<file path="src/rtl/rtt_predictive_cwnd_update_macros.svh">
// Assertion macros shared by the congestion window update block.
`ifndef RTT_PREDICTIVE_CWND_UPDATE_MACROS_SVH
`define RTT_PREDICTIVE_CWND_UPDATE_MACROS_SVH

// Same-cycle implication, disabled while reset is held.
`define RPCU_ASSERT_IMP(label, clk, rst_n, ante, cons, msg) \
  label: assert property (@(posedge clk) disable iff (!rst_n) (ante) |-> (cons)) \
    else $error(msg);

// Next-cycle implication, disabled while reset is held.
`define RPCU_ASSERT_NXT(label, clk, rst_n, ante, cons, msg) \
  label: assert property (@(posedge clk) disable iff (!rst_n) (ante) |=> (cons)) \
    else $error(msg);

`endif

</file>
<file path="src/rtl/rpcu_pkg.sv">
// Types, codes and constants of the congestion window update block.
package rpcu_pkg;

  localparam int CFG_IDX_W = 2;
  localparam int CFG_DATA_W = 17;

  localparam logic [CFG_IDX_W-1:0] CFG_SMOOTHING_ALPHA = 2'd0;
  localparam logic [CFG_IDX_W-1:0] CFG_RATIO_THRESHOLD = 2'd1;
  localparam logic [CFG_IDX_W-1:0] CFG_SEGMENT_SIZE    = 2'd2;

  localparam logic [16:0] ALPHA_RESET     = 17'd16384;
  localparam logic [15:0] THRESHOLD_RESET = 16'd320;
  localparam logic [15:0] SEGMENT_RESET   = 16'd536;
  localparam logic [16:0] ONE_Q16         = 17'h10000;

  localparam logic [2:0] ACT_IGNORED    = 3'd0;
  localparam logic [2:0] ACT_TAKEN      = 3'd1;
  localparam logic [2:0] ACT_SLOW_START = 3'd2;
  localparam logic [2:0] ACT_REDUCED    = 3'd3;
  localparam logic [2:0] ACT_LINEAR     = 3'd4;

  // Step counts of the shared shift/add unit.
  localparam int MUL_STEPS = 17;
  localparam int DIV_STEPS = 36;
  localparam int STEP_W    = 6;

  typedef struct packed {
    logic        mode;
    logic [23:0] rtt_us;
    logic [31:0] cwnd;
    logic [31:0] ssthresh;
  } in_word_t;

  typedef struct packed {
    logic [31:0] new_cwnd;
    logic [2:0]  action;
    logic [23:0] predicted_rtt_us;
    logic [23:0] base_rtt_us;
  } out_word_t;

  typedef struct packed {
    logic [16:0] smoothing_alpha;
    logic [15:0] ratio_threshold;
    logic [15:0] segment_size;
  } cfg_t;

  typedef struct packed {
    logic start;
    logic op_div;
  } mdu_req_t;

endpackage

</file>
<file path="src/rtl/rpcu_muldiv.sv">
// Shared shift/add unit: 40x17 bit-serial multiply and 36/32 restoring divide.
`include "rtt_predictive_cwnd_update_macros.svh"

module rpcu_muldiv (
  input  logic              clk,
  input  logic              rst_n,
  input  rpcu_pkg::mdu_req_t req,
  input  logic [39:0]       opa,
  input  logic [31:0]       opb,
  output logic              done,
  output logic [56:0]       prod,
  output logic [35:0]       quo
);
  import rpcu_pkg::*;

  logic              busy_r;
  logic              done_r;
  logic              op_div_r;
  logic [STEP_W-1:0] cnt_r;
  logic [40:0]       acc_r;
  logic [35:0]       low_r;
  logic [39:0]       opnd_r;

  logic [32:0] trial;
  logic [40:0] add_a;
  logic [40:0] add_b;
  logic [41:0] sum;
  logic        no_borrow;
  logic        load;

  assign load = req.start && !busy_r;

  // One adder serves both operations; the divide subtracts by inverting and
  // carrying in.
  always_comb begin
    trial = {acc_r[31:0], low_r[35]};
    if (op_div_r) begin
      add_a = {8'b0, trial};
      add_b = ~{9'b0, opnd_r[31:0]};
    end else begin
      add_a = acc_r;
      add_b = low_r[0] ? {1'b0, opnd_r} : '0;
    end
    sum = {1'b0, add_a} + {1'b0, add_b} + {41'b0, op_div_r};
    no_borrow = sum[41];
  end

  always_ff @(posedge clk) begin
    if (!rst_n) begin
      busy_r <= 1'b0;
      done_r <= 1'b0;
    end else begin
      done_r <= 1'b0;
      if (load) begin
        busy_r <= 1'b1;
      end else if (busy_r && cnt_r == '0) begin
        busy_r <= 1'b0;
        done_r <= 1'b1;
      end
    end
  end

  always_ff @(posedge clk) begin
    if (load) begin
      op_div_r <= req.op_div;
      cnt_r    <= req.op_div ? STEP_W'(DIV_STEPS - 1) : STEP_W'(MUL_STEPS - 1);
      acc_r    <= '0;
      low_r    <= req.op_div ? opa[35:0] : {19'b0, opb[16:0]};
      opnd_r   <= req.op_div ? {8'b0, opb} : opa;
    end else if (busy_r) begin
      cnt_r <= cnt_r - 1'b1;
      if (op_div_r) begin
        acc_r <= {9'b0, (no_borrow ? sum[31:0] : trial[31:0])};
        low_r <= {low_r[34:0], no_borrow};
      end else begin
        acc_r <= {1'b0, sum[40:1]};
        low_r <= {19'b0, sum[0], low_r[16:1]};
      end
    end
  end

  assign done = done_r;
  assign prod = {acc_r[39:0], low_r[16:0]};
  assign quo  = low_r;

  `RPCU_ASSERT_IMP(a_no_start_busy, clk, rst_n, req.start, !busy_r, "start while unit busy")
  `RPCU_ASSERT_IMP(a_rem_below_div, clk, rst_n, busy_r && op_div_r, acc_r[31:0] < opnd_r[31:0], "remainder not below divisor")
  `RPCU_ASSERT_IMP(a_mul_acc_fits, clk, rst_n, busy_r && !op_div_r, !acc_r[40], "multiply accumulator overflow")
  `RPCU_ASSERT_NXT(a_done_ends_busy, clk, rst_n, busy_r && cnt_r == '0, done_r && !busy_r, "unit did not finish")

endmodule

</file>
<file path="src/rtl/rpcu_seq.sv">
// Sequencer: RTT state, decision logic and operand steering for the shared unit.
`include "rtt_predictive_cwnd_update_macros.svh"

module rpcu_seq (
  input  logic               clk,
  input  logic               rst_n,
  input  rpcu_pkg::cfg_t     cfg,
  input  logic               in_valid,
  input  rpcu_pkg::in_word_t in_data,
  output logic               idle,
  output logic               res_valid,
  output rpcu_pkg::out_word_t res,
  input  logic               res_ack,
  output rpcu_pkg::mdu_req_t mdu_req,
  output logic [39:0]        mdu_opa,
  output logic [31:0]        mdu_opb,
  input  logic               mdu_done,
  input  logic [56:0]        mdu_prod,
  input  logic [35:0]        mdu_quo
);
  import rpcu_pkg::*;

  localparam logic [2:0] S_IDLE   = 3'd0;
  localparam logic [2:0] S_MUL_A  = 3'd1;
  localparam logic [2:0] S_MUL_B  = 3'd2;
  localparam logic [2:0] S_LIMIT  = 3'd3;
  localparam logic [2:0] S_REDUCE = 3'd4;
  localparam logic [2:0] S_SQ     = 3'd5;
  localparam logic [2:0] S_LINDIV = 3'd6;
  localparam logic [2:0] S_DONE   = 3'd7;

  logic [2:0]  state_r,    state_nxt;
  logic        launch_r,   launch_nxt;
  in_word_t    item_r,     item_nxt;
  logic [39:0] pred_r,     pred_nxt;
  logic [23:0] base_r,     base_nxt;
  logic [40:0] t1_r,       t1_nxt;
  logic [31:0] res_cwnd_r, res_cwnd_nxt;
  logic [2:0]  act_r,      act_nxt;
  logic [2:0]  step_r,     step_nxt;

  logic [16:0] alpha_sat;
  logic [16:0] alpha_rest;
  logic [32:0] ss_sum;
  logic [32:0] lin_sum;
  logic [41:0] ewma_sum;
  logic [31:0] lin_div;
  logic [4:0]  ten_q_lo;
  logic [4:0]  rem_lo;
  logic [1:0]  ceil_adj;

  assign alpha_sat  = (cfg.smoothing_alpha > ONE_Q16) ? ONE_Q16 : cfg.smoothing_alpha;
  assign alpha_rest = ONE_Q16 - alpha_sat;
  assign ss_sum     = {1'b0, in_data.cwnd} + {17'b0, cfg.segment_size};
  assign lin_sum    = {1'b0, item_r.cwnd} + {1'b0, mdu_quo[31:0]};
  assign ewma_sum   = {1'b0, t1_r} + {1'b0, mdu_prod[56:16]};
  assign lin_div    = (item_r.cwnd == '0) ? 32'd1 : item_r.cwnd;

  // The cut computes cwnd - ceil(cwnd/10). The shift/add estimate of the
  // tenth is low by at most one, so the remainder left is below 20 and its
  // low five bits are enough to fix the estimate and to round it up.
  assign ten_q_lo = {t1_r[4:3], 3'b0} + {t1_r[6:3], 1'b0};
  assign rem_lo   = item_r.cwnd[4:0] - ten_q_lo;
  assign ceil_adj = {1'b0, rem_lo >= 5'd10} + {1'b0, rem_lo != 5'd0 && rem_lo != 5'd10};

  // Operands for the shared unit follow the state that waits on it.
  always_comb begin
    mdu_opa = '0;
    mdu_opb = '0;
    case (state_r)
      S_MUL_A: begin
        mdu_opa = {16'b0, item_r.rtt_us};
        mdu_opb = {15'b0, alpha_sat};
      end
      S_MUL_B: begin
        mdu_opa = pred_r;
        mdu_opb = {15'b0, alpha_rest};
      end
      S_LIMIT: begin
        mdu_opa = {16'b0, base_r};
        mdu_opb = {16'b0, cfg.ratio_threshold};
      end
      S_SQ: begin
        mdu_opa = {24'b0, cfg.segment_size};
        mdu_opb = {16'b0, cfg.segment_size};
      end
      S_LINDIV: begin
        mdu_opa = {8'b0, t1_r[31:0]};
        mdu_opb = lin_div;
      end
      default: begin
        mdu_opa = '0;
        mdu_opb = '0;
      end
    endcase
  end

  assign mdu_req.start  = launch_r;
  assign mdu_req.op_div = (state_r == S_LINDIV);

  always_comb begin
    state_nxt    = state_r;
    launch_nxt   = 1'b0;
    item_nxt     = item_r;
    pred_nxt     = pred_r;
    base_nxt     = base_r;
    t1_nxt       = t1_r;
    res_cwnd_nxt = res_cwnd_r;
    act_nxt      = act_r;
    step_nxt     = step_r;
    case (state_r)
      S_IDLE: begin
        if (in_valid) begin
          item_nxt     = in_data;
          res_cwnd_nxt = in_data.cwnd;
          if (!in_data.mode) begin
            if (in_data.rtt_us == '0) begin
              act_nxt   = ACT_IGNORED;
              state_nxt = S_DONE;
            end else begin
              act_nxt = ACT_TAKEN;
              if (base_r == '0 || in_data.rtt_us < base_r) begin
                base_nxt = in_data.rtt_us;
              end
              // The first sample loads the prediction without smoothing.
              if (pred_r == '0) begin
                pred_nxt  = {in_data.rtt_us, 16'b0};
                state_nxt = S_DONE;
              end else begin
                state_nxt  = S_MUL_A;
                launch_nxt = 1'b1;
              end
            end
          end else if (in_data.cwnd < in_data.ssthresh) begin
            act_nxt      = ACT_SLOW_START;
            res_cwnd_nxt = ss_sum[32] ? '1 : ss_sum[31:0];
            state_nxt    = S_DONE;
          end else if (pred_r != '0 && base_r != '0) begin
            state_nxt  = S_LIMIT;
            launch_nxt = 1'b1;
          end else begin
            state_nxt  = S_SQ;
            launch_nxt = 1'b1;
          end
        end
      end
      S_MUL_A: begin
        if (mdu_done) begin
          t1_nxt     = mdu_prod[40:0];
          state_nxt  = S_MUL_B;
          launch_nxt = 1'b1;
        end
      end
      S_MUL_B: begin
        if (mdu_done) begin
          pred_nxt  = ewma_sum[39:0];
          state_nxt = S_DONE;
        end
      end
      S_LIMIT: begin
        if (mdu_done) begin
          // Reduce when predicted exceeds base * threshold / 256.
          if ({8'b0, pred_r} > {mdu_prod[39:0], 8'b0}) begin
            state_nxt = S_REDUCE;
            step_nxt  = '0;
          end else begin
            state_nxt  = S_SQ;
            launch_nxt = 1'b1;
          end
        end
      end
      S_REDUCE: begin
        step_nxt = step_r + 3'd1;
        case (step_r)
          3'd0: t1_nxt = {9'b0, {1'b0, item_r.cwnd[31:1]} + {2'b0, item_r.cwnd[31:2]}};
          3'd1: t1_nxt = {9'b0, t1_r[31:0] + {4'b0, t1_r[31:4]}};
          3'd2: t1_nxt = {9'b0, t1_r[31:0] + {8'b0, t1_r[31:8]}};
          3'd3: t1_nxt = {9'b0, t1_r[31:0] + {16'b0, t1_r[31:16]}};
          3'd4: t1_nxt = {9'b0, {3'b0, t1_r[31:3]} + {30'b0, ceil_adj}};
          default: begin
            act_nxt      = ACT_REDUCED;
            res_cwnd_nxt = item_r.cwnd - t1_r[31:0];
            state_nxt    = S_DONE;
          end
        endcase
      end
      S_SQ: begin
        if (mdu_done) begin
          t1_nxt     = {9'b0, mdu_prod[31:0]};
          state_nxt  = S_LINDIV;
          launch_nxt = 1'b1;
        end
      end
      S_LINDIV: begin
        if (mdu_done) begin
          act_nxt      = ACT_LINEAR;
          res_cwnd_nxt = lin_sum[32] ? '1 : lin_sum[31:0];
          state_nxt    = S_DONE;
        end
      end
      S_DONE: begin
        if (res_ack) begin
          state_nxt = S_IDLE;
        end
      end
      default: begin
        state_nxt = S_IDLE;
      end
    endcase
  end

  always_ff @(posedge clk) begin
    if (!rst_n) begin
      state_r  <= S_IDLE;
      launch_r <= 1'b0;
      pred_r   <= '0;
      base_r   <= '0;
    end else begin
      state_r  <= state_nxt;
      launch_r <= launch_nxt;
      pred_r   <= pred_nxt;
      base_r   <= base_nxt;
    end
  end

  always_ff @(posedge clk) begin
    item_r     <= item_nxt;
    t1_r       <= t1_nxt;
    res_cwnd_r <= res_cwnd_nxt;
    act_r      <= act_nxt;
    step_r     <= step_nxt;
  end

  assign idle                 = (state_r == S_IDLE);
  assign res_valid            = (state_r == S_DONE);
  assign res.new_cwnd         = res_cwnd_r;
  assign res.action           = act_r;
  assign res.predicted_rtt_us = pred_r[39:16];
  assign res.base_rtt_us      = base_r;

  `RPCU_ASSERT_IMP(a_state_paired, clk, rst_n, 1'b1,
                   (pred_r != '0) == (base_r != '0), "prediction and base RTT out of step")
  `RPCU_ASSERT_IMP(a_sample_echo, clk, rst_n, res_valid && !item_r.mode,
                   res_cwnd_r == item_r.cwnd, "sample word changed the window")
  `RPCU_ASSERT_IMP(a_reduce_shrinks, clk, rst_n, res_valid && act_r == ACT_REDUCED,
                   res_cwnd_r <= item_r.cwnd, "reduced window grew")
  `RPCU_ASSERT_IMP(a_launch_waits, clk, rst_n, launch_r,
                   !idle && !res_valid, "unit launched outside a wait state")

endmodule

</file>
<file path="src/rtl/rtt_predictive_cwnd_update.sv">
// Top level: configuration registers, sequencer, shared unit and output register.
//
// Input words (mode, rtt_us, cwnd, ssthresh) arrive on in_valid/in_data and
// are taken at an edge where in_valid is high and in_stall is low. Mode 0
// words are RTT samples that update the base and predicted RTT; mode 1 words
// ask for a window update. Each input word gives exactly one output word on
// out_valid/out_data, taken at an edge where out_valid is high and out_stall
// is low.
// Words that need no arithmetic (an ignored sample, a first sample or slow
// start) go straight to the done state. An EWMA update runs two multiplies
// on the shared unit, a window cut a ratio multiply and shift/add steps for
// the tenth, and linear growth a square multiply and a divide, after the
// ratio multiply when RTT state exists. The block works on one word at a
// time; in_stall stays high while the sequencer is busy.
// The output register frees the sequencer: a finished word waits there while
// out_stall is high, and the next input word is already accepted. A second
// finished word waits in the sequencer until the register drains.
// Synchronous active-low reset clears the RTT state (no sample, no
// prediction) and restores the configuration defaults. cfg_we writes
// register cfg_index at any edge; write only while the block is idle.
module rtt_predictive_cwnd_update (
  input  logic                                clk,
  input  logic                                rst_n,
  input  logic                                cfg_we,
  input  logic [rpcu_pkg::CFG_IDX_W-1:0]      cfg_index,
  input  logic [rpcu_pkg::CFG_DATA_W-1:0]     cfg_wdata,
  input  logic                                in_valid,
  output logic                                in_stall,
  input  rpcu_pkg::in_word_t                  in_data,
  output logic                                out_valid,
  input  logic                                out_stall,
  output rpcu_pkg::out_word_t                 out_data
);
  import rpcu_pkg::*;

  cfg_t      cfg_r;
  logic      out_valid_r;
  out_word_t out_data_r;

  logic      seq_idle;
  logic      res_valid;
  out_word_t res;
  logic      res_ack;
  mdu_req_t  mdu_req;
  logic [39:0] mdu_opa;
  logic [31:0] mdu_opb;
  logic      mdu_done;
  logic [56:0] mdu_prod;
  logic [35:0] mdu_quo;

  always_ff @(posedge clk) begin
    if (!rst_n) begin
      cfg_r.smoothing_alpha <= ALPHA_RESET;
      cfg_r.ratio_threshold <= THRESHOLD_RESET;
      cfg_r.segment_size    <= SEGMENT_RESET;
    end else if (cfg_we) begin
      case (cfg_index)
        CFG_SMOOTHING_ALPHA: cfg_r.smoothing_alpha <= cfg_wdata;
        CFG_RATIO_THRESHOLD: cfg_r.ratio_threshold <= cfg_wdata[15:0];
        CFG_SEGMENT_SIZE:    cfg_r.segment_size    <= cfg_wdata[15:0];
        default: begin
        end
      endcase
    end
  end

  rpcu_seq u_seq (
    .clk       (clk),
    .rst_n     (rst_n),
    .cfg       (cfg_r),
    .in_valid  (in_valid),
    .in_data   (in_data),
    .idle      (seq_idle),
    .res_valid (res_valid),
    .res       (res),
    .res_ack   (res_ack),
    .mdu_req   (mdu_req),
    .mdu_opa   (mdu_opa),
    .mdu_opb   (mdu_opb),
    .mdu_done  (mdu_done),
    .mdu_prod  (mdu_prod),
    .mdu_quo   (mdu_quo)
  );

  rpcu_muldiv u_muldiv (
    .clk   (clk),
    .rst_n (rst_n),
    .req   (mdu_req),
    .opa   (mdu_opa),
    .opb   (mdu_opb),
    .done  (mdu_done),
    .prod  (mdu_prod),
    .quo   (mdu_quo)
  );

  assign in_stall = !seq_idle;

  // The output register loads a finished result whenever it is empty or being drained.
  assign res_ack = res_valid && (!out_valid_r || !out_stall);

  always_ff @(posedge clk) begin
    if (!rst_n) begin
      out_valid_r <= 1'b0;
    end else if (res_ack) begin
      out_valid_r <= 1'b1;
    end else if (!out_stall) begin
      out_valid_r <= 1'b0;
    end
  end

  always_ff @(posedge clk) begin
    if (res_ack) begin
      out_data_r <= res;
    end
  end

  assign out_valid = out_valid_r;
  assign out_data  = out_data_r;

endmodule
</file>
<file path="config.mk">
export PLATFORM = sky130hd
export DESIGN_NAME = rtt_predictive_cwnd_update
export DESIGN_NICKNAME = d
export VERILOG_FILES = /design/src/rtl/rpcu_pkg.sv /design/src/rtl/rpcu_muldiv.sv /design/src/rtl/rpcu_seq.sv /design/src/rtl/rtt_predictive_cwnd_update.sv
export VERILOG_INCLUDE_DIRS = /design/src /design/src/rtl
export SDC_FILE = /design/constraint.sdc
export NUM_CORES = 2
export LEC_CHECK = 0
export ABC_CLOCK_PERIOD_IN_PS = 17250
export BUFFER_PORTS_ARGS = -buffer_cell sky130_fd_sc_hd__buf_2
export CAP_MARGIN = 20
export CORE_ASPECT_RATIO = 1.4
export CORE_UTILIZATION = 60
export DETAILED_ROUTE_END_ITERATION = 8
export PLACE_DENSITY_LB_ADDON = 0.1
export SLEW_MARGIN = 0
export SYNTH_ARGS = -nofsm -noshare
export SYNTH_HDL_FRONTEND = slang
export SYNTH_SLANG_ARGS = --single-unit
</file>
<file path="constraint.sdc">
create_clock -name clk -period 17.25 [get_ports clk]
set_input_delay 2.5875 -clock clk [delete_from_list [all_inputs] [get_ports clk]]
set_output_delay 2.5875 -clock clk [all_outputs]
set_load 0.01 [all_outputs]
</file>
==> results by stage <==
Setup path:
- The critical path's slowest cell is a21oi_1.
- The critical path runs through a total of 15 cells.
- The launching element type of the critical path is an input pin.
- The kind of cell adding the most delay to the critical path is compound AO/OA/AOI/OAI gates.
- The required time of the critical path is 17640 ps.
- Along the worst path, the maximum fanout reaches 6.
- The reg-to-reg critical path startpoint is u_seq.step_r[1]$_SDFFCE_PN0P_.
- The element type at the critical path end is a flip-flop.
- The peak per-stage delay on the critical path is 550 ps.
- The signal on the critical path passes through buf_2, ha_1, inv_1, fa_1, nor2b_1, o31a_1, o31a_1, nor4_1, o31ai_1, buf_4, nand2_1, inv_1, a21oi_1, a22oi_1, o21a_1.
- The setup path with the least slack is of type input pin to flip-flop.
- The total buffers and inverters traversed by the critical path is 4.
- The count of cells along the worst register-to-register path is 16.
- The first element of the critical path is in_data[32].
- Data on the critical path arrives at its endpoint at 6090 ps.

Clock tree:
- TritonCTS built the clock tree.
- Clock tree synthesis inserted a total of between 40 and 50 buffers.
- The clock net in this run drives a total of 460 sinks.
- The CTS root buffer is clkbuf_16.
- Counting along the longest clock path gives a buffer depth of 3.
- At the later pin of the worst-skew pair, clock insertion delay measures 640 ps.
- The number of levels in the clock H-tree is 2.
- In this run, post-CTS repair resized a total of 0 instances.
- The buffers inserted during post-CTS setup optimization is 0.
- Clock-pin slew was measured on the worst setup and hold paths at 70 ps.
- The post-cts hold buffer count is 0.

Yosys:
- The basic-gate share of the synthesized area counting and, or, nand and nor cells is 15.2%.
- For this run, the register share of the synthesized area comes to about 34%.
- Synthesis produced a netlist with a net count of 4511.
- Counting flops and latches in the post-synthesis netlist gives 460.
- After Yosys synthesis, full adders, half adders and majority gates account for 12.3% of the synthesized area.
- For this run, the number of Yosys warnings is 0.
- The count of unique library cells instantiated by Yosys is 96.
- A synthesized cell averages ~8.8 sq um.
- The xor-xnor portion of the synthesized cell area is 5.55%.
- The synthesized netlist occupies a cell area of 35500 sq um.
- Synthesis handed over a netlist of 4055 instances.
- In this run, synthesis inferred 300 flip-flops with an integrated enable.
- The main combinational cell family by area after synthesis is compound AO/OA/AOI/OAI gates.
- The fraction of synthesis flops using an asynchronous set or reset pin is 0%.
- The portion of synthesized area spent on multiplexers is between 3 and 4%.
- The dominant register cell in the synthesized netlist is edfxtp_1.
- The post-synthesis compound-gate area fraction is 24.7%.

Die:
- In this run the core area contains 105 standard-cell rows.
- After floorplanning, the core was sized to cover 58600 sq um.
- The boundary pin count is 198.
- The starting utilization of the core area is 60.6%.
- The floorplan die width is roughly 210 um.
- The chip height is 290 um.
- The die covers 60200 sq um.

Pwr:
- The switching portion of total power is 46.1%.
- The proportion of power drawn by the clock network is 18.4%.
- The analysis attributes to net switching a power of 2.71 mW.
- Cell internal power was estimated by the tool at 3.18 mW.
- Across the VDD grid, the largest voltage drop is 0.0897 mV.
- Summed over all cells, the static leakage comes to roughly 16 nW.
- The fraction of power consumed by sequential logic is 31.3%.
- The power density over the cells is 152 nW/um^2.
- The combinational group share of total power is 50.3%.

Routing:
- The number of detailed-routing iterations run before antenna repair is 6.
- The remaining design rule violation count is 0.
- The routed layout has 33200 vias.
- The number of design-rule violations left by the first detailed-router iteration is approximately 3400.
- Summed over all layers, the routed wires come to 130000 um.
- The via count normalized by instance count is about 6.7.
- The routed wirelength normalized by instance count is 26.3 um.
- The number of nets still failing antenna checks after routing is 0.

Outcome:
- The flow ran to the end, and the final reports show no timing, DRC or antenna violations.

Hold path:
- The worst hold path passes through 0 cells.
- The class of the tightest hold or removal check is flip-flop to flip-flop.
- The worst hold path startpoint is u_seq.res_cwnd_r[8]$_DFFE_PP_.

Final layout:
- The proportion of layout cells with a drive suffix above 1 is 9.63%.
- The synthesis-to-finish area growth is 9.12%.
- Leaving out fill and tap cells, the most frequent cell in the layout is nand2_1.
- The number of nets in the final layout is 4612.
- The antenna diode count is 0.
- The library cells used most frequently in the layout, excluding fill and tap cells, are 428 x nand2_1, 348 x a21oi_1, 333 x ha_1.

STA:
- The share of the cycle needed by the critical path after routing is 33.0%.
- The final setup TNS is 0 ps.
- The number of failing setup endpoints in the final timing report is 0.
- The number of endpoints with negative hold slack in the final report was 0.
- The minimum period implied by the final worst setup slack is 5700 ps.
- At the pin with the least slew margin, the transition time is 1210 ps.
- Setup repair after global routing left no endpoint under its margin.
- Hold is met by 427 ps.
- The clock arrives with roughly 30 ps of skew.
- The relative max-transition margin is 19.3%.
- The highest clock frequency the design can meet is 175 MHz.
- The number of pins with negative max-slew slack in the final report is 0.

GRT:
- The global-route wire length before repair is 193000 um.
- Summed over all layers, the global routing overflow is 0.
- Across every metal layer, demand over resource in global routing totals 42.5%.
- The via count of the first global-routing pass came to between 30000 and 40000.
- The pin count of the biggest net entering global routing is 95.
- The number of antenna violations at the first check in global routing is 3.

Placement:
- Detailed placement finished with a half-perimeter wire length of 98800 um.
- Routability-driven placement finished with a final weighted congestion of 1.03.
- Buffers placed on the I/O ports in this run total 197.

Run:
- The max-capacitance violation count is 0.
-- synthesized netlist by cell type (51+ instances only) --
cell / instances / share of area [%]
a21boi_0: 54 / 1.1
a22oi_1: 66 / 1.4
o21ai_0: 319 / 4.5
xor2_1: 86 / 2.1
clkbuf_1: 162 / 1.7
mux2i_1: 94 / 2.6
nor3_1: 63 / 0.89
a21oi_1: 350 / 4.9
inv_1: 211 / 2.2
a211oi_1: 51 / 1.1
ha_1: 333 / 12
nor2b_1: 76 / 1.3
a21o_1: 136 / 2.9
xnor2_1: 139 / 3.4
dfxtp_1: 160 / 9.0
nor2_1: 219 / 2.3
nand3_1: 94 / 1.3
nand2_1: 428 / 4.5
edfxtp_1: 300 / 25
-- path summary, 6_finish.rpt --
check             slack [ps]                             end
setup / recovery       11550  u_seq.res_cwnd_r[26]$_DFFE_PP_
hold / removal           430          out_data[59]$_DFFE_PP_
setup reg to reg       11820        u_seq.t1_r[24]$_DFFE_PP_
hold reg to reg          430          out_data[59]$_DFFE_PP_
-- power by group through the flow --
stage	Combinational [mW]	Clock, mW	Sequential [mW]
global route	3.21	1.13	1.84
floorplan	2.13	0	1.63
detailed placement	2.87	0	1.84
CTS	2.90	1.09	1.82
finish	2.96	1.09	1.84
global placement	2.86	0	1.84
-- area by class of cell --
class	instances	area [sq um]
multi-input combinational	3189	21800
fill	5111	19800
sequential	460	12200
clock buffer	60	1340
timing repair buffer	243	1340
tap	749	937
inverter	214	803
clock inverter	29	278
-- kinds of logic after synthesis --
logic type	Yosys count
buffers and inverters	406
AND/OR/NAND/NOR	1141
AO/OA/AOI/OAI	1360
multiplexers	120
adder cells (fa/ha/maj)	343
flip-flops	460
XOR/XNOR	225
-- sequential cells by signal, summed over array words and instances, names as in the netlist --
register and count:
cfg_r 49, out_data 83, out_valid 1, u_muldiv.acc_r 40, u_muldiv.busy_r 1, u_muldiv.cnt_r 6
u_muldiv.done 1, u_muldiv.op_div_r 1, u_muldiv.opnd_r 40, u_muldiv.quo 36, u_seq.act_r 3, u_seq.base_r 24
u_seq.item_r 56, u_seq.launch_r 1, u_seq.pred_r 40, u_seq.res_cwnd_r 32, u_seq.state_r 3, u_seq.step_r 3
u_seq.t1_r 40
-- through the flow --
stage	instance area, sq um	std cells	worst slack (ps)	utilization [%]	power [mW]
after floorplan	35500	4055	9530	-	3.76
after global placement	37100	4853	11010	63.3	4.70
after detailed placement	37100	4854	10990	63.4	4.71
after CTS	38700	4943	11620	66.1	5.80
after global routing	38700	4944	11370	66.1	6.18
final	38700	4944	11550	66.1	5.89
-- per-layer routing --
metal  share of wire (%)  global-route usage (%)  wire length [um]
met1                  36                    48.8             47000
met2                  47                    70.3             60600
met3                 8.2                    6.94             10700
met4                 9.1                    33.9             11800
met5               0.020                       0                26
Note: power is estimated with default switching activity, not from simulation.
